File: config.mk
export PLATFORM = sky130hd
export DESIGN_NAME = aes_ctr_round
export DESIGN_NICKNAME = d
export VERILOG_FILES = /design/src/design/aes_ctr_keystream_cipher_core_assert.svh /design/src/design/aes_ctr_pkg.sv /design/src/design/aes_ctr_round.sv
export SDC_FILE = /design/constraint.sdc
export NUM_CORES = 1
export LEC_CHECK = 0
export BUFFER_PORTS_ARGS = -buffer_cell sky130_fd_sc_hd__buf_2
export CORE_AREA = 2 2 272 274
export DETAILED_ROUTE_END_ITERATION = 12
export DIE_AREA = 0 0 274 276
export HOLD_SLACK_MARGIN = 0.08
export PLACE_DENSITY = 0.44
export RECOVER_POWER = 25
export SLEW_MARGIN = 20
export SYNTH_ARGS = -nofsm -noshare
export SYNTH_HDL_FRONTEND = slang
export SYNTH_SLANG_ARGS = --single-unit
export TNS_END_PERCENT = 5
File: constraint.sdc
create_clock -name clk -period 1.08 [get_ports clk]
set_input_delay 0.108 -clock clk [delete_from_list [all_inputs] [get_ports clk]]
set_output_delay 0.108 -clock clk [all_outputs]
set_load 0.02 [all_outputs]
File: src/design/aes_ctr_keystream_cipher_core_assert.svh
// Assertion macros shared by the cipher core RTL.
`ifndef AES_CTR_KEYSTREAM_CIPHER_CORE_ASSERT_SVH
`define AES_CTR_KEYSTREAM_CIPHER_CORE_ASSERT_SVH
`ifndef SYNTHESIS
`define AES_ASSERT_IMP(lbl, ante, cons) \
    lbl: assert property (@(posedge clk) disable iff (!rst_n) (ante) |-> (cons)) \
        else $error("assertion failed (same cycle)");
`define AES_ASSERT_NXT(lbl, ante, cons) \
    lbl: assert property (@(posedge clk) disable iff (!rst_n) (ante) |=> (cons)) \
        else $error("assertion failed (next cycle)");
`else
`define AES_ASSERT_IMP(lbl, ante, cons)
`define AES_ASSERT_NXT(lbl, ante, cons)
`endif
`endif

File: src/design/aes_ctr_pkg.sv
// Package with shared types, constants and AES byte functions.
package aes_ctr_pkg;

    localparam int MAX_ROUNDS_DEF = 14;
    localparam int CFG_IDX_W      = 3;
    localparam int CFG_DATA_W     = 64;

    localparam logic [CFG_IDX_W-1:0] CFG_KEY_SIZE  = 3'd0;
    localparam logic [CFG_IDX_W-1:0] CFG_KEY_A     = 3'd1;
    localparam logic [CFG_IDX_W-1:0] CFG_KEY_D     = 3'd4;
    localparam logic [CFG_IDX_W-1:0] CFG_START_CTR = 3'd5;

    localparam logic [7:0] RCON_INIT = 8'h01;
    localparam logic [7:0] XT_POLY   = 8'h1b;

    typedef struct packed {
        logic [127:0] blk;
        logic [127:0] data;
        logic [15:0]  mask;
        logic [4:0]   count;
    } item_t;

    typedef struct packed {
        logic       busy;
        logic [3:0] nr;
    } key_status_t;

    localparam logic [7:0] SBOX [256] = '{
        8'h63, 8'h7c, 8'h77, 8'h7b, 8'hf2, 8'h6b, 8'h6f, 8'hc5,
        8'h30, 8'h01, 8'h67, 8'h2b, 8'hfe, 8'hd7, 8'hab, 8'h76,
        8'hca, 8'h82, 8'hc9, 8'h7d, 8'hfa, 8'h59, 8'h47, 8'hf0,
        8'had, 8'hd4, 8'ha2, 8'haf, 8'h9c, 8'ha4, 8'h72, 8'hc0,
        8'hb7, 8'hfd, 8'h93, 8'h26, 8'h36, 8'h3f, 8'hf7, 8'hcc,
        8'h34, 8'ha5, 8'he5, 8'hf1, 8'h71, 8'hd8, 8'h31, 8'h15,
        8'h04, 8'hc7, 8'h23, 8'hc3, 8'h18, 8'h96, 8'h05, 8'h9a,
        8'h07, 8'h12, 8'h80, 8'he2, 8'heb, 8'h27, 8'hb2, 8'h75,
        8'h09, 8'h83, 8'h2c, 8'h1a, 8'h1b, 8'h6e, 8'h5a, 8'ha0,
        8'h52, 8'h3b, 8'hd6, 8'hb3, 8'h29, 8'he3, 8'h2f, 8'h84,
        8'h53, 8'hd1, 8'h00, 8'hed, 8'h20, 8'hfc, 8'hb1, 8'h5b,
        8'h6a, 8'hcb, 8'hbe, 8'h39, 8'h4a, 8'h4c, 8'h58, 8'hcf,
        8'hd0, 8'hef, 8'haa, 8'hfb, 8'h43, 8'h4d, 8'h33, 8'h85,
        8'h45, 8'hf9, 8'h02, 8'h7f, 8'h50, 8'h3c, 8'h9f, 8'ha8,
        8'h51, 8'ha3, 8'h40, 8'h8f, 8'h92, 8'h9d, 8'h38, 8'hf5,
        8'hbc, 8'hb6, 8'hda, 8'h21, 8'h10, 8'hff, 8'hf3, 8'hd2,
        8'hcd, 8'h0c, 8'h13, 8'hec, 8'h5f, 8'h97, 8'h44, 8'h17,
        8'hc4, 8'ha7, 8'h7e, 8'h3d, 8'h64, 8'h5d, 8'h19, 8'h73,
        8'h60, 8'h81, 8'h4f, 8'hdc, 8'h22, 8'h2a, 8'h90, 8'h88,
        8'h46, 8'hee, 8'hb8, 8'h14, 8'hde, 8'h5e, 8'h0b, 8'hdb,
        8'he0, 8'h32, 8'h3a, 8'h0a, 8'h49, 8'h06, 8'h24, 8'h5c,
        8'hc2, 8'hd3, 8'hac, 8'h62, 8'h91, 8'h95, 8'he4, 8'h79,
        8'he7, 8'hc8, 8'h37, 8'h6d, 8'h8d, 8'hd5, 8'h4e, 8'ha9,
        8'h6c, 8'h56, 8'hf4, 8'hea, 8'h65, 8'h7a, 8'hae, 8'h08,
        8'hba, 8'h78, 8'h25, 8'h2e, 8'h1c, 8'ha6, 8'hb4, 8'hc6,
        8'he8, 8'hdd, 8'h74, 8'h1f, 8'h4b, 8'hbd, 8'h8b, 8'h8a,
        8'h70, 8'h3e, 8'hb5, 8'h66, 8'h48, 8'h03, 8'hf6, 8'h0e,
        8'h61, 8'h35, 8'h57, 8'hb9, 8'h86, 8'hc1, 8'h1d, 8'h9e,
        8'he1, 8'hf8, 8'h98, 8'h11, 8'h69, 8'hd9, 8'h8e, 8'h94,
        8'h9b, 8'h1e, 8'h87, 8'he9, 8'hce, 8'h55, 8'h28, 8'hdf,
        8'h8c, 8'ha1, 8'h89, 8'h0d, 8'hbf, 8'he6, 8'h42, 8'h68,
        8'h41, 8'h99, 8'h2d, 8'h0f, 8'hb0, 8'h54, 8'hbb, 8'h16
    };

    function automatic logic [7:0] xtime(input logic [7:0] a);
        xtime = {a[6:0], 1'b0} ^ (a[7] ? XT_POLY : 8'h00);
    endfunction

    function automatic logic [7:0] sbox_byte(input logic [7:0] x);
        sbox_byte = SBOX[x];
    endfunction

    function automatic logic [31:0] sub_word(input logic [31:0] w);
        sub_word = {sbox_byte(w[31:24]), sbox_byte(w[23:16]),
                    sbox_byte(w[15:8]), sbox_byte(w[7:0])};
    endfunction

endpackage

File: src/design/aes_ctr_round.sv
// One registered AES round cell of the keystream pipeline.
module aes_ctr_round
    import aes_ctr_pkg::*;
#(
    parameter int ROUND = 0
)
(
    input  logic         clk,
    input  logic         rst_n,
    input  logic         en,
    input  logic         in_valid,
    input  item_t        in_item,
    input  logic [127:0] rk,
    input  logic [3:0]   nr,
    output logic         out_valid,
    output item_t        out_item
);

    function automatic logic [127:0] sub_shift(input logic [127:0] s);
        logic [127:0] t;
        for (int c = 0; c < 4; c++)
        begin
            for (int r = 0; r < 4; r++)
            begin
                t[127-8*(4*c+r) -: 8] = sbox_byte(s[127-8*(4*((c+r)%4)+r) -: 8]);
            end
        end
        return t;
    endfunction

    function automatic logic [127:0] mix_columns(input logic [127:0] t);
        logic [127:0] s;
        logic [7:0]   a0, a1, a2, a3;
        for (int c = 0; c < 4; c++)
        begin
            a0 = t[127-32*c -: 8];
            a1 = t[119-32*c -: 8];
            a2 = t[111-32*c -: 8];
            a3 = t[103-32*c -: 8];
            s[127-32*c -: 8] = xtime(a0) ^ xtime(a1) ^ a1 ^ a2 ^ a3;
            s[119-32*c -: 8] = a0 ^ xtime(a1) ^ xtime(a2) ^ a2 ^ a3;
            s[111-32*c -: 8] = a0 ^ a1 ^ xtime(a2) ^ xtime(a3) ^ a3;
            s[103-32*c -: 8] = xtime(a0) ^ a0 ^ a1 ^ a2 ^ xtime(a3);
        end
        return s;
    endfunction

    logic         valid_reg;
    item_t        item_reg;
    logic [127:0] ss;
    logic [127:0] st;

    always_comb
    begin
        ss = sub_shift(in_item.blk);
        if (ROUND == 0)
        begin
            st = in_item.blk ^ rk;
        end
        else if (4'(ROUND) > nr)
        begin
            st = in_item.blk;
        end
        else if (4'(ROUND) == nr)
        begin
            st = ss ^ rk;
        end
        else
        begin
            st = mix_columns(ss) ^ rk;
        end
    end

    always_ff @(posedge clk)
    begin
        if (en)
        begin
            item_reg.blk   <= st;
            item_reg.data  <= in_item.data;
            item_reg.mask  <= in_item.mask;
            item_reg.count <= in_item.count;
        end
    end

    always_ff @(posedge clk or negedge rst_n)
    begin
        if (!rst_n)
        begin
            valid_reg <= 1'b0;
        end
        else if (en)
        begin
            valid_reg <= in_valid;
        end
    end

    assign out_valid = valid_reg;
    assign out_item  = item_reg;

endmodule

# Word level (Yosys, flattened, before mapping)
# Cells that the tools add are included.
[totals]
ram_bits = 0
out_inout_bits = 278
reg_bits = 278
romBits = 0
input_bits = 413
memories = 0
elab_cells = 6
latch_bits = 0
[op_classes]
muxes = 0
eq_ne = 0
n_addsub = 0
n_mul = 0
shift = 0
reduce_logical = 0
div_mod_pow = 0
magnitude_cmp = 0
bitwise = 1
[ops]
columns = ["cell", "n"]
rows = [
  ["$xor 128x128->128", 1],
]

# Depth between registers and ports, before layout
# Gate-level depths: netlist of run 1.
[depth]
depth_word = 1
mapped_depth = 1
depth_no_buf = 1

# Worst setup path after synthesis of run 1
# No wires, ideal clock.
[synth_path]
path_type = "flip-flop to flip-flop"
startpoint = "reg out_valid (netlist name)"
endpoint = "reg valid_reg (netlist: out_valid)"
path_buffers = 0
required_ps = 955
stages_incl_launch_ff = 2
t_arrival_ps = 710
path_slack_ps = 245
setup_time_ps = 125
path_cell_list = "dfrtp_1 mux2_4"
[synth_rtl]
columns = ["element", "line_no", "source"]
rows = [
  ["end signal: assignment", "aes_ctr_round.sv:93", "valid_reg <= in_valid;"],
  ["end: declaration", "aes_ctr_round.sv:48", "logic valid_reg;"],
]

# Final worst setup path of run 1
[layout_path]
startpoint = "reg item_reg, in the netlist out_item[84]"
endpoint = "out out_item[84] (netlist bit)"
[layout_rtl]
columns = ["element", "line_no", "source"]
rows = [
  ["start: declaration", "aes_ctr_round.sv:49", "item_t item_reg;"],
  ["end: declaration", "aes_ctr_round.sv:16", "output item_t out_item"],
]
# No word-level cell between the ends.

==> out/metrics.cfg, run 1 <==
[place]
dp_worst_setup_slack_ns=0.08632
dpl_hpwl_microns=26540
gp_congestion=0.7911
numPortBuffers=686

[timing]
finalMaxSlewViolations=0
worst_slew_pin_slew_ns=0.3271
finalHoldWorstSlack_ns=0.07829
fin_ws_ns=-0.2468
final-hold-violation-count=0
timing.final.crit_share=1.229
fin_crit_ns=1.327
finalSetupViolations=287
fin_worst_skew_ns=0
timing.fmax_mhz=753.7
grt_setup_unrepaired=yes
setup_tns_ns=-42.53
worst_slew_margin_rel=0.7812

[floorplanning]
chipHeight_microns=276
core-area_sq_um=72590
top_level_ports=691
initial_core_util=0.1306
floorplan.die.width_microns=274
rows=99
die_area_sq_um=75620

[routing]
totalWireLength_microns=38810
routed-via-count=8457
detailedRoute.firstPassIterationCount=4
post-route-drc-count=0
vias_per_cell=3.217
violation_count_after_the_first_detailed_route_iteration=250
ant_nets=0
route.detailed.wl_per_inst_microns=14.76

[finish]
fin_nets=2058
syn2layout_area_growth_pct=120.7
multi_input_logic_area_sq_um=1136
fillerInstances=7246
layout_cells_sized_above_1=0.4467
layout.area.seq_sq_um=8343
n_antenna_cell=0

[pwr]
p_leak_uw=0.009571
ir_drop_uv=1059
p_per_area_nw_per_um2=1467

[clocking]
cts_setup_buffers=0
tritoncts.num_buffers=31
cts.reportedPaths.clkPinSlew_ns=0.06
clock_tree.buffer_depth=3
numClockSinks=278
h-tree-depth=1
clock_insertion_delay_worst_skew_ns=0.58
cts_tree=yes
cts.root.buffer_cell=clkbuf_16

[synthesis]
synth_cell_count_leaders=277 x edfxtp_1, 128 x xor2_1, 1 x dfrtp_1, 1 x mux2_4
avgSynthCellArea_sq_um=23.29
synth_cell_types=4
netlist_area_sq_um=9479
async_reset_ff_frac=0.003597
synth.ff_latch_count=278
synth_fp_nets=820
yosys.area.top_type=edfxtp_1
yosysWarningCount=0
post_synth_main_area_contributors=edfxtp_1 88%, xor2_1 12%, dfrtp_1 0.26%
synth_enable_flop_cells=277
dominantRegCellSynth=edfxtp_1
synthMostInstantiatedCell=edfxtp_1
yosysSeqAreaShare=0.8801
yosys.area.top_type_share=0.8775
synthesis.instances=407

[setup_path]
worst_setup_path_start_kind=register
critical_path.slowest_cell=edfxtp_1
worst_setup_path_end_kind=output port
timing.setup.critical_path_class=reg2out
worst-r2r-cell-count=1
timing.critical_path.arrival_ns=1.22
crit_chain=buf_6
critPathTopFamily=flip-flops
critical_path.max_stage_delay_ns=0.45
critPathMaxFanout=1
number_of_stages_on_the_worst_setup_path=1
worst-path-buf-inv=1
worst_ep_required_time_ns=0.97

[global_routing]
first_global_vias=8828
grtUsageTotal=0.08896
grt_pass1_wl_microns=51070
grt_max_degree=30
overflow=0
grt_antenna_before_repair=5

[outcome]
status=finished, violations left
failed_checks=negative setup slack

[min_path]
tightest_hold_check_type=in2reg
hold_path_depth=3

[run]
cap_violations=0

-- sequential cells by signal (all words and copies together) (netlist names) --
register	count
out_valid	1
out_item	277
-- layout make-up --
| class | count | share of cell area |
|---|---|---|
| timing repair buffer | 1205 | 0.4369 |
| sequential | 278 | 0.3988 |
| tap | 959 | 0.05736 |
| multi-input combinational | 129 | 0.05431 |
| clock buffer | 35 | 0.03780 |
| clock inverter | 23 | 0.01483 |
-- metal layers --
metal  wire (microns)  track usage  vias up
met3             3175      0.02771       63
met1            14290      0.09391     3944
met4             1308      0.02662        4
met5               27            0        -
li1                 -            -     4013
met2            20010       0.1667      433
-- through the flow --
step                        util  power (uW)  cells  area [sq um]
final                     0.2882       30690   2629         20920
after global routing      0.2882       31880   2629         20920
after CTS                 0.2739       30780   2550         19880
after detailed placement  0.1988       17510   2083         14430
after global placement    0.1988       17510   2083         14430
after floorplan                -       15090    407          9479
-- final timing paths --
path                            endpoint  slack [ns]    startpoint
min in group asynchronous      out_valid        0.37         rst_n
setup reg to reg               out_valid        0.32     out_valid
max in group asynchronous      out_valid        0.60         rst_n
setup / recovery            out_item[84]       -0.25  out_item[84]
hold / removal             out_item[153]        0.08         rk[4]
hold reg to reg                out_valid        0.53     out_valid
-- cells by family (layout without fill, tap and decap cells) --
family                    Yosys count  in the layout  synth area share
xor gates and xnor gates          128            128            0.1183
buffers and inverters               0           1263                 0
DFF                               278            278            0.8801
muxes                               1              1          0.001583
-- layout by cell type, fill, tap and decap left out --
master          netlist  routed
buf_2                 0     614
dlygate4sd3_1         0     400
edfxtp_1            277     277
xor2_1              128     128
dlymetal6s4s_1        0      88
buf_6                 0      48
clkbuf_16             0      31
buf_4                 0      27
clkbuf_1              0      23
bufinv_16             0       8
clkinv_2              0       7
clkinv_1              0       7
buf_12                0       6
mux2_4                1       1
inv_6                 0       1
buf_8                 0       1
clkbuf_2              0       1
dfrtp_1               1       1
clkbuf_4              0       1
-- report_power, final --
group / internal (uW) / total, uW / switching (uW)
Combinational: 3110 / 5920 / 2810
Clock: 7110 / 11400 / 4290
Sequential: 13000 / 13400 / 323
-- repair_timing --
action,CTS,global route
hold buffers,409,79
hold endpoints to repair,320,79
resized for setup,82,106
setup endpoints to repair,278,366
(Power assumes the default switching activity.)
==> inputs of run 2 (changes only) <==
==> constraint.sdc (replaced) <==
create_clock -name clk -period 1.08 [get_ports clk]
set_input_delay 0.162 -clock clk [delete_from_list [all_inputs] [get_ports clk]]
set_output_delay 0.162 -clock clk [all_outputs]
set_load 0.02 [all_outputs]
==> run 2 against run 1 <==
Effect of this change: the flow still finishes with violations (negative setup slack); clock power down 9.6%; critical endpoint unchanged; first-iteration DRC count down 19%; sequential cell count unchanged; routed wire length down 1.2%; non-clock buffer count down 78; design area down 5.5%; utilization down 1.6 points; register-to-register slack about the same; maximum frequency down 6.2%; combinational power down 10%.
==> out/metrics.cfg, run 2 (synthesized netlist as in run 1, its figures left out) <==
[outcome]
status=finished, violations left
failed_checks=negative setup slack

[global_routing]
grt_antenna_before_repair=8  ; +3
grt_pass1_wl_microns=53680  ; +5.1%
grtUsageTotal=0.09376  ; +0.004807
grt_max_degree=27  ; -10%
first_global_vias=9248  ; +4.8%
overflow=0  ; unchanged

[routing]
routed-via-count=8257  ; -2.4%
ant_nets=0  ; unchanged
route.detailed.wl_per_inst_microns=15.04  ; +1.9%
totalWireLength_microns=38360  ; -1.2%
vias_per_cell=3.237  ; +0.62%
violation_count_after_the_first_detailed_route_iteration=203  ; -19%
post-route-drc-count=0  ; unchanged
detailedRoute.firstPassIterationCount=4  ; unchanged

[floorplanning]
die_area_sq_um=75620  ; unchanged
core-area_sq_um=72590  ; unchanged
initial_core_util=0.1306  ; unchanged
rows=99  ; unchanged
top_level_ports=691  ; unchanged
chipHeight_microns=276  ; unchanged
floorplan.die.width_microns=274  ; unchanged

[pwr]
overall_power_consumption_uw=28970  ; -5.6%
switching_share=0.2488  ; +0.006661
comb_power_share=0.184  ; -0.009
power.share.sequential=0.460  ; +0.025
pwr-share-clk=0.356  ; -0.016
power.net_switching_uw=7207  ; -3.0%
ir_drop_uv=1312  ; +24%
p_int_uw=21760  ; -6.4%
p_per_area_nw_per_um2=1466  ; about the same
p_leak_uw=0.008383  ; -12%

[timing]
worst_slew_pin_slew_ns=0.2979  ; -0.02926 ns
finalMaxSlewViolations=0  ; unchanged
fin_crit_ns=1.415  ; +0.08818 ns
timing.final.crit_share=1.310  ; +0.08164
grt_setup_unrepaired=yes
fin_worst_skew_ns=0  ; unchanged
fin_ws_ns=-0.3350  ; -0.08818 ns
final-hold-violation-count=0  ; unchanged
finalSetupViolations=278  ; -3.1%
finalHoldWorstSlack_ns=0.2845  ; +0.2062 ns
worst_slew_margin_rel=0.8007  ; +0.01957
setup_tns_ns=-51.86  ; -9.329 ns
timing.fmax_mhz=706.7  ; -6.2%

[setup_path]
destination_of_the_critical_timing_path=out_item[84]
worst_setup_path_end_kind=output port
worst-r2r-cell-count=1  ; unchanged
critical_path.slowest_cell=edfxtp_1
number_of_stages_on_the_worst_setup_path=1  ; unchanged
timing.critical_path.arrival_ns=1.25  ; +0.03 ns
reg2reg_launch_point=out_valid
crit_chain=buf_6
worst-path-buf-inv=1  ; unchanged
timing.setup.critical_path_class=reg2out
worst_r2r_endpoint=out_valid
rrSetupSlack_ns=0.32  ; about the same
worst_setup_path_start_kind=register
critical_path.max_stage_delay_ns=0.48  ; +0.03 ns
critPathTopFamily=flip-flops
timing.critical_path.from=out_item[84]
critPathMaxFanout=1  ; unchanged
worst_ep_required_time_ns=0.92  ; -0.05 ns

[finish]
largest_register_ff_count=277  ; unchanged
instances_no_fill=2551  ; -3.0%
layout_cells_sized_above_1=0.4657  ; +0.01900
fillerInstances=7367  ; +1.7%
syn2layout_area_growth_pct=108.5
fin_nets=1980  ; -3.8%
layout.cells.most_common=buf_2
layout.cells.most_common_list=617 x buf_2, 409 x dlygate4sd3_1, 277 x edfxtp_1

[clocking]
tritoncts.num_buffers=31  ; unchanged
h-tree-depth=1  ; unchanged
cts_tree=yes
numClockSinks=278  ; unchanged
cts.reportedPaths.clkPinSlew_ns=0.06  ; about the same
cts.root.buffer_cell=clkbuf_16
clock_tree.buffer_depth=3  ; unchanged
clock_insertion_delay_worst_skew_ns=0.58  ; about the same
cts_setup_buffers=0  ; unchanged

[run]
cap_violations=0  ; unchanged

[place]
gp_congestion=0.7966  ; +0.70%
placed_cells=2084  ; +0.048%
dpl_hpwl_microns=26690  ; +0.58%
numPortBuffers=686  ; unchanged

[min_path]
tightest_hold_check_type=in2reg

==> run 2: cell types whose count changed in the layout (fill, tap and decap cells not counted), sizes merged <==
cell	change
dlygate4sd3	+9
clkinv	-3
inv	-1
bufinv	-4
clkbuf	+8
clkinvlp	+1
diode	+3
buf	-3
dlymetal6s4s	-88
==> run 2: timing repair <==
item,in CTS,in global routing
gates resized for setup,62,25
hold buffers,409,0
endpoints found under the hold margin,320,0
setup endpoints to repair,278,278
==> run 2: stage by stage <==
stage / utilization / setup slack [ns] / instance area (sq um)
final: 0.2723 / -0.3350 / 19770
after global routing: 0.2723 / -0.3648 / 19760
after CTS: 0.2715 / -0.3794 / 19710
after detailed placement: 0.1989 / 0.03741 / 14440
after global placement: 0.1989 / 0.05035 / 14440
after floorplan: - / 0.2453 / 9479
==> run 2: worst min path at each step <==
| stage | from | end | slack, ns | cells past startpoint |
|---|---|---|---|---|
| 2_1_floorplan | rst_n | out_valid | -0.13 | 0 |
| 3_3_place_gp | rst_n | out_valid | -0.06 | 1 |
| 3_5_place_dp | rst_n | out_valid | -0.05 | 1 |
| 4_1_cts | in_item[67] | out_item[67] | 0.24 | 2 |
| 5_1_grt | in_item[90] | out_item[90] | 0.26 | 2 |
| 6_report | in_item[126] | out_item[126] | 0.28 | 2 |
==> run 2: layer usage <==
layer / up-vias / global-route usage / part of all wire
met2: 445 / 0.1759 / 0.52
met1: 3859 / 0.09347 / 0.36
li1: 3862 / - / -
met3: 83 / 0.03491 / 0.095
met5: - / 0 / 0.0012
met4: 8 / 0.03247 / 0.032
==> run 2: final cells by class <==
| class | count | area (sq um) | share of cell area |
|---|---|---|---|
| antenna | 3 | 7.507 | 0.0003798 |
| clock buffer | 39 | 805.8 | 0.04077 |
| clock inverter | 16 | 177.7 | 0.008989 |
| multi-input combinational | 129 | 1136 | 0.05748 |
| sequential | 278 | 8343 | 0.4221 |
| tap | 959 | 1200 | 0.06071 |
| timing repair buffer | 1127 | 8095 | 0.4096 |
==> run 2: power groups by stage <==
stage	Clock [uW]	Sequential [uW]	Combinational, uW
2_1_floorplan	0	14800	277
5_1_grt	11100	13400	5630
3_3_place_gp	0	13500	4000
6_report	10300	13300	5330
4_1_cts	10700	13300	5280
3_5_place_dp	0	13500	3990
