File: src/design/aes_ctr_keystream_cipher_core_assert.svh
// Assertion macros shared by the cipher core RTL.
`ifndef AES_CTR_KEYSTREAM_CIPHER_CORE_ASSERT_SVH
`define AES_CTR_KEYSTREAM_CIPHER_CORE_ASSERT_SVH
`ifndef SYNTHESIS
`define AES_ASSERT_IMP(lbl, ante, cons) \
    lbl: assert property (@(posedge clk) disable iff (!rst_n) (ante) |-> (cons)) \
        else $error("assertion failed (same cycle)");
`define AES_ASSERT_NXT(lbl, ante, cons) \
    lbl: assert property (@(posedge clk) disable iff (!rst_n) (ante) |=> (cons)) \
        else $error("assertion failed (next cycle)");
`else
`define AES_ASSERT_IMP(lbl, ante, cons)
`define AES_ASSERT_NXT(lbl, ante, cons)
`endif
`endif

File: src/design/aes_ctr_pkg.sv
// Package with shared types, constants and AES byte functions.
package aes_ctr_pkg;

    localparam int MAX_ROUNDS_DEF = 14;
    localparam int CFG_IDX_W      = 3;
    localparam int CFG_DATA_W     = 64;

    localparam logic [CFG_IDX_W-1:0] CFG_KEY_SIZE  = 3'd0;
    localparam logic [CFG_IDX_W-1:0] CFG_KEY_A     = 3'd1;
    localparam logic [CFG_IDX_W-1:0] CFG_KEY_D     = 3'd4;
    localparam logic [CFG_IDX_W-1:0] CFG_START_CTR = 3'd5;

    localparam logic [7:0] RCON_INIT = 8'h01;
    localparam logic [7:0] XT_POLY   = 8'h1b;

    typedef struct packed {
        logic [127:0] blk;
        logic [127:0] data;
        logic [15:0]  mask;
        logic [4:0]   count;
    } item_t;

    typedef struct packed {
        logic       busy;
        logic [3:0] nr;
    } key_status_t;

    localparam logic [7:0] SBOX [256] = '{
        8'h63, 8'h7c, 8'h77, 8'h7b, 8'hf2, 8'h6b, 8'h6f, 8'hc5,
        8'h30, 8'h01, 8'h67, 8'h2b, 8'hfe, 8'hd7, 8'hab, 8'h76,
        8'hca, 8'h82, 8'hc9, 8'h7d, 8'hfa, 8'h59, 8'h47, 8'hf0,
        8'had, 8'hd4, 8'ha2, 8'haf, 8'h9c, 8'ha4, 8'h72, 8'hc0,
        8'hb7, 8'hfd, 8'h93, 8'h26, 8'h36, 8'h3f, 8'hf7, 8'hcc,
        8'h34, 8'ha5, 8'he5, 8'hf1, 8'h71, 8'hd8, 8'h31, 8'h15,
        8'h04, 8'hc7, 8'h23, 8'hc3, 8'h18, 8'h96, 8'h05, 8'h9a,
        8'h07, 8'h12, 8'h80, 8'he2, 8'heb, 8'h27, 8'hb2, 8'h75,
        8'h09, 8'h83, 8'h2c, 8'h1a, 8'h1b, 8'h6e, 8'h5a, 8'ha0,
        8'h52, 8'h3b, 8'hd6, 8'hb3, 8'h29, 8'he3, 8'h2f, 8'h84,
        8'h53, 8'hd1, 8'h00, 8'hed, 8'h20, 8'hfc, 8'hb1, 8'h5b,
        8'h6a, 8'hcb, 8'hbe, 8'h39, 8'h4a, 8'h4c, 8'h58, 8'hcf,
        8'hd0, 8'hef, 8'haa, 8'hfb, 8'h43, 8'h4d, 8'h33, 8'h85,
        8'h45, 8'hf9, 8'h02, 8'h7f, 8'h50, 8'h3c, 8'h9f, 8'ha8,
        8'h51, 8'ha3, 8'h40, 8'h8f, 8'h92, 8'h9d, 8'h38, 8'hf5,
        8'hbc, 8'hb6, 8'hda, 8'h21, 8'h10, 8'hff, 8'hf3, 8'hd2,
        8'hcd, 8'h0c, 8'h13, 8'hec, 8'h5f, 8'h97, 8'h44, 8'h17,
        8'hc4, 8'ha7, 8'h7e, 8'h3d, 8'h64, 8'h5d, 8'h19, 8'h73,
        8'h60, 8'h81, 8'h4f, 8'hdc, 8'h22, 8'h2a, 8'h90, 8'h88,
        8'h46, 8'hee, 8'hb8, 8'h14, 8'hde, 8'h5e, 8'h0b, 8'hdb,
        8'he0, 8'h32, 8'h3a, 8'h0a, 8'h49, 8'h06, 8'h24, 8'h5c,
        8'hc2, 8'hd3, 8'hac, 8'h62, 8'h91, 8'h95, 8'he4, 8'h79,
        8'he7, 8'hc8, 8'h37, 8'h6d, 8'h8d, 8'hd5, 8'h4e, 8'ha9,
        8'h6c, 8'h56, 8'hf4, 8'hea, 8'h65, 8'h7a, 8'hae, 8'h08,
        8'hba, 8'h78, 8'h25, 8'h2e, 8'h1c, 8'ha6, 8'hb4, 8'hc6,
        8'he8, 8'hdd, 8'h74, 8'h1f, 8'h4b, 8'hbd, 8'h8b, 8'h8a,
        8'h70, 8'h3e, 8'hb5, 8'h66, 8'h48, 8'h03, 8'hf6, 8'h0e,
        8'h61, 8'h35, 8'h57, 8'hb9, 8'h86, 8'hc1, 8'h1d, 8'h9e,
        8'he1, 8'hf8, 8'h98, 8'h11, 8'h69, 8'hd9, 8'h8e, 8'h94,
        8'h9b, 8'h1e, 8'h87, 8'he9, 8'hce, 8'h55, 8'h28, 8'hdf,
        8'h8c, 8'ha1, 8'h89, 8'h0d, 8'hbf, 8'he6, 8'h42, 8'h68,
        8'h41, 8'h99, 8'h2d, 8'h0f, 8'hb0, 8'h54, 8'hbb, 8'h16
    };

    function automatic logic [7:0] xtime(input logic [7:0] a);
        xtime = {a[6:0], 1'b0} ^ (a[7] ? XT_POLY : 8'h00);
    endfunction

    function automatic logic [7:0] sbox_byte(input logic [7:0] x);
        sbox_byte = SBOX[x];
    endfunction

    function automatic logic [31:0] sub_word(input logic [31:0] w);
        sub_word = {sbox_byte(w[31:24]), sbox_byte(w[23:16]),
                    sbox_byte(w[15:8]), sbox_byte(w[7:0])};
    endfunction

endpackage

File: src/design/aes_ctr_keyexp.sv
// Key registers and the one-word-per-cycle round key expansion.
module aes_ctr_keyexp
    import aes_ctr_pkg::*;
#(
    parameter int MAX_ROUNDS = MAX_ROUNDS_DEF,
    localparam int KEY_WORDS = 4 * (MAX_ROUNDS + 1)
)
(
    input  logic                  clk,
    input  logic                  rst_n,
    input  logic                  cfg_write_en,
    input  logic [CFG_IDX_W-1:0]  cfg_index,
    input  logic [CFG_DATA_W-1:0] cfg_data,
    output key_status_t           status,
    output logic [31:0]           round_keys [KEY_WORDS]
);

    localparam int IDX_W = $clog2(KEY_WORDS);

    logic [1:0]       key_size_reg;
    logic [63:0]      key_reg [4];
    logic             busy_reg;
    logic [IDX_W-1:0] idx_reg;
    logic [2:0]       pos_reg;
    logic [7:0]       rcon_reg;
    logic [31:0]      win_reg [8];
    logic [31:0]      store_reg [KEY_WORDS];

    logic [1:0]       sel;
    logic [3:0]       nk;
    logic [3:0]       nr;
    logic [IDX_W-1:0] last_idx;
    logic             key_phase;
    logic [31:0]      key_word;
    logic [31:0]      far_word;
    logic [31:0]      tmp;
    logic [31:0]      new_word;
    logic             key_write;

    assign key_write = cfg_write_en && (cfg_index <= CFG_KEY_D);

    always_comb
    begin
        sel = (key_size_reg == 2'd3) ? 2'd2 : key_size_reg;
        nk  = 4'd4 + {1'b0, sel, 1'b0};
        nr  = 4'd10 + {1'b0, sel, 1'b0};
        if (nr > 4'(MAX_ROUNDS))
        begin
            nr = 4'(MAX_ROUNDS);
        end
        last_idx  = IDX_W'(4 * int'(nr) + 3);
        key_phase = ({{(8-IDX_W){1'b0}}, idx_reg} < {4'd0, nk}) | (IDX_W > 8);
        key_word  = idx_reg[0] ? key_reg[idx_reg[2:1]][31:0] : key_reg[idx_reg[2:1]][63:32];
        case (nk)
            4'd4:    far_word = win_reg[3];
            4'd6:    far_word = win_reg[5];
            default: far_word = win_reg[7];
        endcase
        tmp = win_reg[0];
        if (pos_reg == 3'd0)
        begin
            tmp = sub_word({tmp[23:0], tmp[31:24]}) ^ {rcon_reg, 24'd0};
        end
        else if (nk == 4'd8 && pos_reg == 3'd4)
        begin
            tmp = sub_word(tmp);
        end
        new_word = key_phase ? key_word : (far_word ^ tmp);
    end

    assign status.busy = busy_reg;
    assign status.nr   = nr;

    always_comb
    begin
        for (int k = 0; k < KEY_WORDS; k++)
        begin
            round_keys[k] = store_reg[k];
        end
    end

    always_ff @(posedge clk)
    begin
        if (busy_reg)
        begin
            store_reg[idx_reg] <= new_word;
            win_reg[0] <= new_word;
            for (int k = 1; k < 8; k++)
            begin
                win_reg[k] <= win_reg[k-1];
            end
        end
    end

    always_ff @(posedge clk or negedge rst_n)
    begin
        if (!rst_n)
        begin
            key_size_reg <= 2'd0;
            for (int k = 0; k < 4; k++)
            begin
                key_reg[k] <= 64'd0;
            end
            busy_reg <= 1'b1;
            idx_reg  <= '0;
            pos_reg  <= 3'd0;
            rcon_reg <= RCON_INIT;
        end
        else if (key_write)
        begin
            if (cfg_index == CFG_KEY_SIZE)
            begin
                key_size_reg <= cfg_data[1:0];
            end
            else
            begin
                key_reg[2'(cfg_index - CFG_KEY_A)] <= cfg_data;
            end
            busy_reg <= 1'b1;
            idx_reg  <= '0;
            pos_reg  <= 3'd0;
            rcon_reg <= RCON_INIT;
        end
        else if (busy_reg)
        begin
            pos_reg <= ({1'b0, pos_reg} == nk - 4'd1) ? 3'd0 : pos_reg + 3'd1;
            if (!key_phase && pos_reg == 3'd0)
            begin
                rcon_reg <= xtime(rcon_reg);
            end
            idx_reg <= idx_reg + 1'b1;
            if (idx_reg == last_idx)
            begin
                busy_reg <= 1'b0;
            end
        end
    end

endmodule

File: config.mk
export PLATFORM = sky130hd
export DESIGN_NAME = aes_ctr_keyexp
export DESIGN_NICKNAME = d
export VERILOG_FILES = /design/src/design/aes_ctr_keystream_cipher_core_assert.svh /design/src/design/aes_ctr_pkg.sv /design/src/design/aes_ctr_keyexp.sv
export SDC_FILE = /design/constraint.sdc
export NUM_CORES = 2
export LEC_CHECK = 0
export ABC_CLOCK_PERIOD_IN_PS = 8440
export BUFFER_PORTS_ARGS = -buffer_cell sky130_fd_sc_hd__buf_2
export CELL_PAD_IN_SITES_DETAIL_PLACEMENT = 0
export CELL_PAD_IN_SITES_GLOBAL_PLACEMENT = 1
export CORE_AREA = 2 2 780 782
export DETAILED_ROUTE_END_ITERATION = 7
export DIE_AREA = 0 0 782 784
export PLACE_DENSITY_LB_ADDON = 0.1
export SLEW_MARGIN = 0
export SYNTH_ARGS = -nofsm -noshare
export SYNTH_HDL_FRONTEND = slang
export SYNTH_SLANG_ARGS = --single-unit
File: constraint.sdc
create_clock -name clk -period 8.44 [get_ports clk]
set_input_delay 2.532 -clock clk [delete_from_list [all_inputs] [get_ports clk]]
set_output_delay 2.532 -clock clk [all_outputs]
set_load 0.05 [all_outputs]
# [Word-level counts from Yosys, hierarchy flattened]
# Memory sizes are Yosys's and may differ from the RTL's.
# Index checks and enable logic that the tools add are counted.
[classes] n_addsub=7 order_cmp=10 bitwise_logic=10 reduce_logical=12 n_eq_ne=7 muxes=35
[ops] operator="256-bit bitwise mux" n=1
[ops] operator="64-bit 2-to-1 mux" n=3
[ops] operator="64-bit binary-select mux with 2-bit select" n=1
[ops] operator="64-bit demux with 2-bit select" n=1
[ops] operator="32-bit 2-to-1 mux" n=4
[ops] operator="8-bit 2-to-1 mux" n=11
[ops] operator="32-bit one-hot mux with 2 select lines" n=1
[ops] operator="32-bit bitwise XOR" n=2
[ops] operator="9-bit greater-or-equal comparator, second input constant" n=4
[ops] operator="8-bit inverter with 9-bit output" n=4
[ops] operator="6-bit 2-to-1 mux" n=2
[ops] operator="3-bit 2-to-1 mux" n=3
[ops] operator="4-bit by 3-bit == test with 1-bit output, second input constant" n=2
[ops] operator="8-bit by 5-bit bitwise XOR with 8-bit output" n=1
[ops] operator="6-bit by 1-bit adder with 6-bit output, second input constant" n=1
[ops] operator="6-bit by 2-bit adder with 6-bit output, second input constant" n=1
[ops] operator="6-bit == test" n=1
[ops] operator="3-bit greater-or-equal comparator, second input constant" n=2
[ops] operator="3-bit logical NOT" n=2
[ops] operator="6-bit by 4-bit < comparator with 1-bit output" n=1
[ops] operator="2-bit inverter with 3-bit output" n=2
[ops] operator="2-bit AND reduction" n=3
[ops] operator="1-bit 2-to-1 mux" n=5
[ops] operator="5-bit 2-to-1 mux" n=1
[ops] operator="other kinds (18)" n=22
[totals] mem_bits_rw=2176 memories=6 inputBits=70 word_cells=96 mem_bits_ro=8192 ff_bits=276 output_inout_bits=1925
[mem_list] memory="(name not given)" depth=256 word_bits=8 rd=1 rd_clocked_by_memory_dff=0 wr=0 line_no="aes_ctr_pkg.sv:68" text="sbox_byte = SBOX[x];"
[mem_list] memory="(name not given)" depth=256 word_bits=8 rd=1 rd_clocked_by_memory_dff=0 wr=0 line_no="aes_ctr_pkg.sv:68"
[mem_list] memory="(name not given)" depth=256 word_bits=8 rd=1 rd_clocked_by_memory_dff=0 wr=0 line_no="aes_ctr_pkg.sv:68"
[mem_list] memory="(name not given)" depth=256 word_bits=8 rd=1 rd_clocked_by_memory_dff=0 wr=0 line_no="aes_ctr_pkg.sv:68"
[mem_list] memory="store_reg" depth=60 word_bits=32 rd=60 rd_clocked_by_memory_dff=0 wr=1 line_no="aes_ctr_keyexp.sv:27" text="logic [31:0] store_reg [KEY_WORDS];"
[mem_list] memory="win_reg" depth=8 word_bits=32 rd=8 rd_clocked_by_memory_dff=0 wr=8 line_no="aes_ctr_keyexp.sv:26" text="logic [31:0] win_reg [8];"

# [Logic depth before layout (Yosys ltp)]
[depth] depth_word=10 mapped_depth=15 ltp_nobuf=11

# [Worst setup path after synthesis]
# No wires, ideal clock.
[synth_timing] path_kind="reg2reg" from="memory win_reg[0][1]" to="memory store_reg[0][11], data pin" n_path_buf=3 t_arrival_ns=6.304 synth_period_minus_slack_ns=7.137 stages_incl_launch_ff=15 slack_ns=1.303 cell_sequence="edfxtp_1 clkbuf_1 buf_1 inv_1 ha_1 nand2b_1 clkbuf_1 o21ai_0 a211oi_1 mux4_2 nand2_1 a32oi_1 nor2_1 and3_1 nor4_1"
[synth_lines] item="from (decl)" line_no="aes_ctr_keyexp.sv:26"
[synth_lines] item="to (decl)" line_no="aes_ctr_keyexp.sv:27"

==> impl_metrics.py <==
metrics = {
    "timing": {
        "slew_violations": 0,
        "post_layout_min_period_ns": 6.275,
        "worst_hold_slack_ns": 0.3696,
        "grt_setup_unrepaired": "false",
        "fmax_mhz": 159.4,
        "timing.final.ws_setup_ns": 2.165,
        "max-slew-margin-rel_pct": 11.83,
        "setup-tns-final_ns": 0,
        "hold_viol": 0,
        "finClkSkew_ns": 0.1165,
        "final_min_period_over_clock_period_pct": 74.35,
        "setup_viol": 0,
        "tightestPinTransition_ns": 1.315,
    },
    "yosys": {
        "synth_largest_type_area_fraction_pct": 69.88,
        "synth-warning-count": 0,
        "synthesis.instances": 5471,
        "yosys.cell_types.count": 99,
        "synth_xor_area_share_pct": 0.4777,
        "syn-mean-instance-area_um2": 17.09,
        "syn-num-nets": 5602,
        "synthesized_area_fraction_occupied_by_adder_cells_pct": 0.8162,
        "count_of_flip_flops_with_a_built_in_enable_after_synthesis": 2176,
        "synth_mux_area_share_pct": 6.599,
        "synth_top_family_by_area": "compound AO/OA/AOI/OAI gates",
        "synth_area_leader_cell": "sky130_fd_sc_hd__edfxtp_1",
        "synth_sequential_area_ratio_pct": 77.27,
        "synthSimpleGateAreaFrac_pct": 5.584,
        "synth.cell_area_mm2": 0.09351,
        "synth-async-reset-ratio_pct": 11.26,
        "post_synth_main_area_contributors": "sky130_fd_sc_hd__edfxtp_1 (70%), sky130_fd_sc_hd__dfrtp_1 (7.3%), sky130_fd_sc_hd__mux2_2 (3.3%)",
        "synth_flop_cell": "sky130_fd_sc_hd__edfxtp_1",
        "synth_compound_gate_area_share_pct": 7.311,
        "flip_flop_and_latch_count_after_synthesis": 2452,
    },
    "critical_path": {
        "critical_path.max_stage_delay_ns": 0.70,
        "timing.critical_path.arrival_ns": 6.87,
        "critPathSlowestCell": "sky130_fd_sc_hd__ha_1",
        "critPathKind": "reg2reg",
        "timing.critical_path.required_ns": 9.04,
        "category_of_the_worst_setup_path_capture_point": "register",
        "critPathMaxFanout": 44,
        "r2r_end": "store_reg[49][13]",
        "regToRegSetupSlack_ns": 2.16,
        "list_of_cells_traversed_by_the_critical_path": "buf_4 -> inv_1 -> ha_1 -> nor2b_1 -> o21ai_0 -> and3_1 -> o31a_1 -> nor4_2 -> o22ai_1 -> a31oi_1 -> xnor2_1 -> a21oi_4 -> buf_12",
        "worstSetupStartpointType": "register",
        "r2r.worst_path.cells": 13,
        "crit_reg_reg_startpoint": "win_reg[0][8]",
    },
    "grt": {
        "grt_first_pass_wirelength_um": 710500,
        "vias_in_the_first_global_route": 63600,
        "grt_overflow_total": 0,
        "antenna_violations_before_repair": 99,
        "grt_max_degree": 126,
        "overall_routing_resource_usage_pct": 17.37,
    },
    "cts": {
        "cts_tree": "built",
        "postCtsResizedCells": 0,
        "cts_htree_levels": 5,
        "cts_hold_buffers": 0,
        "clk_slew_on_worst_s_h_paths_ns": 0.06,
        "postCtsSetupBuffers": 0,
        "insertion_delay_ns": 0.99,
        "cts.root.buffer_cell": "sky130_fd_sc_hd__clkbuf_16",
        "cts.path.max_buffers": 4,
        "clock-sinks": 2452,
        "numCtsBuffers": 312,
    },
    "finish": {
        "post-route-cell-area_mm2": 0.1250,
        "final_nets": 7790,
        "total_area_of_multi_input_combinational_cells_mm2": 0.02030,
        "synth_to_final_area_change_pct": 33.72,
        "largest_reg_flops": 1920,
        "drive_above_1_share_pct": 40.39,
        "register_area_mm2": 0.07227,
        "fillCellCount": 64840,
    },
    "detailed_routing": {
        "via_per_inst": 3.978,
        "remaining_drc_errors": 0,
        "routed_wire_length_per_instance_um": 34.82,
        "wirelength_um": 557400,
        "drt_first_pass_iters": 6,
        "route.vias.total": 63670,
        "antenna_violating_nets_post_route": 0,
        "drt_iter0_drc": 6151,
    },
    "placement": {
        "port_buffers": 1992,
        "place_area_mm2": 0.1151,
        "post-dp-hpwl_um": 388000,
        "placement.setup.worst_slack_ns": 2.040,
        "gp_routability_congestion": 0.8503,
    },
    "min_path": {
        "hold-path-endpoint": "win_reg[1][117]",
        "worstHoldPathType": "reg2reg",
        "hold_path_depth": 0,
        "hold_start": "win_reg[1][85]",
    },
    "power": {
        "standby_leakage_power_nw": 44.19,
        "vdd.ir_drop.worst_mv": 0.4405,
        "cellPowerDensity_mw_per_mm2": 455.4,
        "overall_power_of_the_completed_layout_mw": 56.95,
    },
    "die": {
        "coreArea_mm2": 0.6048,
        "floorplan.die_area_mm2": 0.6131,
        "initial_core_util_pct": 15.46,
        "die_height_um": 784,
        "boundaryPins": 1995,
        "core.rowCount": 286,
        "chipWidth_um": 782,
    },
    "job": {
        "drv_cap": 0,
    },
    "run_status": {
        "outcome": "finished clean",
    },
}
-- synthesized netlist by cell type (30+ instances only) --
library cell / count
sky130_fd_sc_hd__nor2_1: 262
sky130_fd_sc_hd__clkbuf_1: 194
sky130_fd_sc_hd__inv_1: 40
sky130_fd_sc_hd__nand3_1: 90
sky130_fd_sc_hd__o21ai_0: 205
sky130_fd_sc_hd__a311oi_1: 30
sky130_fd_sc_hd__mux2_2: 272
sky130_fd_sc_hd__o211ai_1: 47
sky130_fd_sc_hd__nor3_1: 89
sky130_fd_sc_hd__xnor2_1: 37
sky130_fd_sc_hd__nor2b_1: 110
sky130_fd_sc_hd__a31oi_1: 62
sky130_fd_sc_hd__buf_2: 106
sky130_fd_sc_hd__mux2i_1: 72
sky130_fd_sc_hd__mux4_2: 106
sky130_fd_sc_hd__edfxtp_1: 2176
sky130_fd_sc_hd__nand2b_1: 87
sky130_fd_sc_hd__nand2_1: 219
sky130_fd_sc_hd__o311ai_0: 36
sky130_fd_sc_hd__a21oi_1: 219
sky130_fd_sc_hd__ha_1: 61
sky130_fd_sc_hd__buf_1: 33
sky130_fd_sc_hd__dfrtp_1: 274
sky130_fd_sc_hd__a211oi_1: 71
-- critical path: cells and delay by family, from the launching register on --
family	cells	cell delay, ns
DFF	1	0.32
and+or+nand+nor	3	1.35
xor gates and xnor gates	1	0.20
adders and majority gates	1	0.70
AOI/OAI and AO/OA	5	2.11
buffers and inverters	3	0.86
-- power breakdown --
group | internal, mW | switching (mW)
clock network | 7.38 | 5.70
logic | 5.26 | 19.7
registers | 18.2 | 0.652
total | 30.9 | 26.1
-- stage by stage --
stage	util [%]	instances
after floorplan	-	5471
after CTS	20.66	15970
after global placement	19.03	15410
after detailed placement	19.03	15410
after global routing	20.66	15970
final	20.68	16010
-- per-layer routing --
layer	global-route usage, %	vias up	part of all wire, %
met5	0	-	0.025
li1	-	25930	-
met3	3.688	597	6.0
met1	21.24	34380	41
met4	5.038	22	3.4
met2	30.63	2732	50
-- area by class of cell --
cell class	instances	share of cell area, %
Clock inverter	155	1.232
Antenna cell	34	0.06804
Sequential cell	2452	57.80
Timing Repair Buffer	2236	9.806
Inverter	50	0.1521
Tap cell	8064	8.069
Multi-Input combinational cell	2607	16.24
Clock buffer	408	6.640
-- cells in the final DEF, fill, tap and decap left out, types with 29 or more instances in the layout --
cell type and count:
sky130_fd_sc_hd__edfxtp_1 2176, sky130_fd_sc_hd__buf_2 1991, sky130_fd_sc_hd__clkbuf_16 316, sky130_fd_sc_hd__mux2_2 272, sky130_fd_sc_hd__dfrtp_1 269, sky130_fd_sc_hd__nand2_1 219
sky130_fd_sc_hd__buf_4 208, sky130_fd_sc_hd__nor2_1 204, sky130_fd_sc_hd__o21ai_0 203, sky130_fd_sc_hd__a21oi_1 197, sky130_fd_sc_hd__nor2b_1 109, sky130_fd_sc_hd__mux4_2 106
sky130_fd_sc_hd__nand3_1 87, sky130_fd_sc_hd__clkbuf_1 87, sky130_fd_sc_hd__nand2b_1 86, sky130_fd_sc_hd__nor3_1 84, sky130_fd_sc_hd__mux2i_1 72, sky130_fd_sc_hd__a211oi_1 70
sky130_fd_sc_hd__clkinv_1 67, sky130_fd_sc_hd__ha_1 61, sky130_fd_sc_hd__a31oi_1 60, sky130_fd_sc_hd__nor2_4 59, sky130_fd_sc_hd__o211ai_1 47, sky130_fd_sc_hd__inv_1 40
sky130_fd_sc_hd__xnor2_1 37, sky130_fd_sc_hd__clkinv_2 36, sky130_fd_sc_hd__buf_12 36, sky130_fd_sc_hd__o311ai_0 35, sky130_fd_sc_hd__diode_2 34, sky130_fd_sc_hd__a311oi_1 29
sky130_fd_sc_hd__o221ai_1 29
-- cell families (layout without fill, tap and decap cells) --
kind of cell,after synthesis,count (layout)
adders and majority gates,61,61
and+or+nand+nor,1046,1046
other,2,36
AOI/OAI and AO/OA,997,997
DFF,2452,2452
buffers and inverters,412,2849
muxes,450,450
xor gates and xnor gates,51,51
-- how the worst max path moves through the flow --
stage	startpoint	slack, ns	depth (start not counted)	endpoint
detailed placement	win_reg[0][0]	2.04	13	store_reg[56][2]
global placement	win_reg[0][0]	1.97	13	store_reg[56][2]
global route	win_reg[0][8]	1.94	13	store_reg[51][13]
floorplan	win_reg[0][1]	1.30	14	store_reg[0][11]
finish	win_reg[0][8]	2.16	13	store_reg[49][13]
CTS	win_reg[0][8]	1.94	13	store_reg[49][13]
No activity file was read; power rests on OpenSTA's default activity.
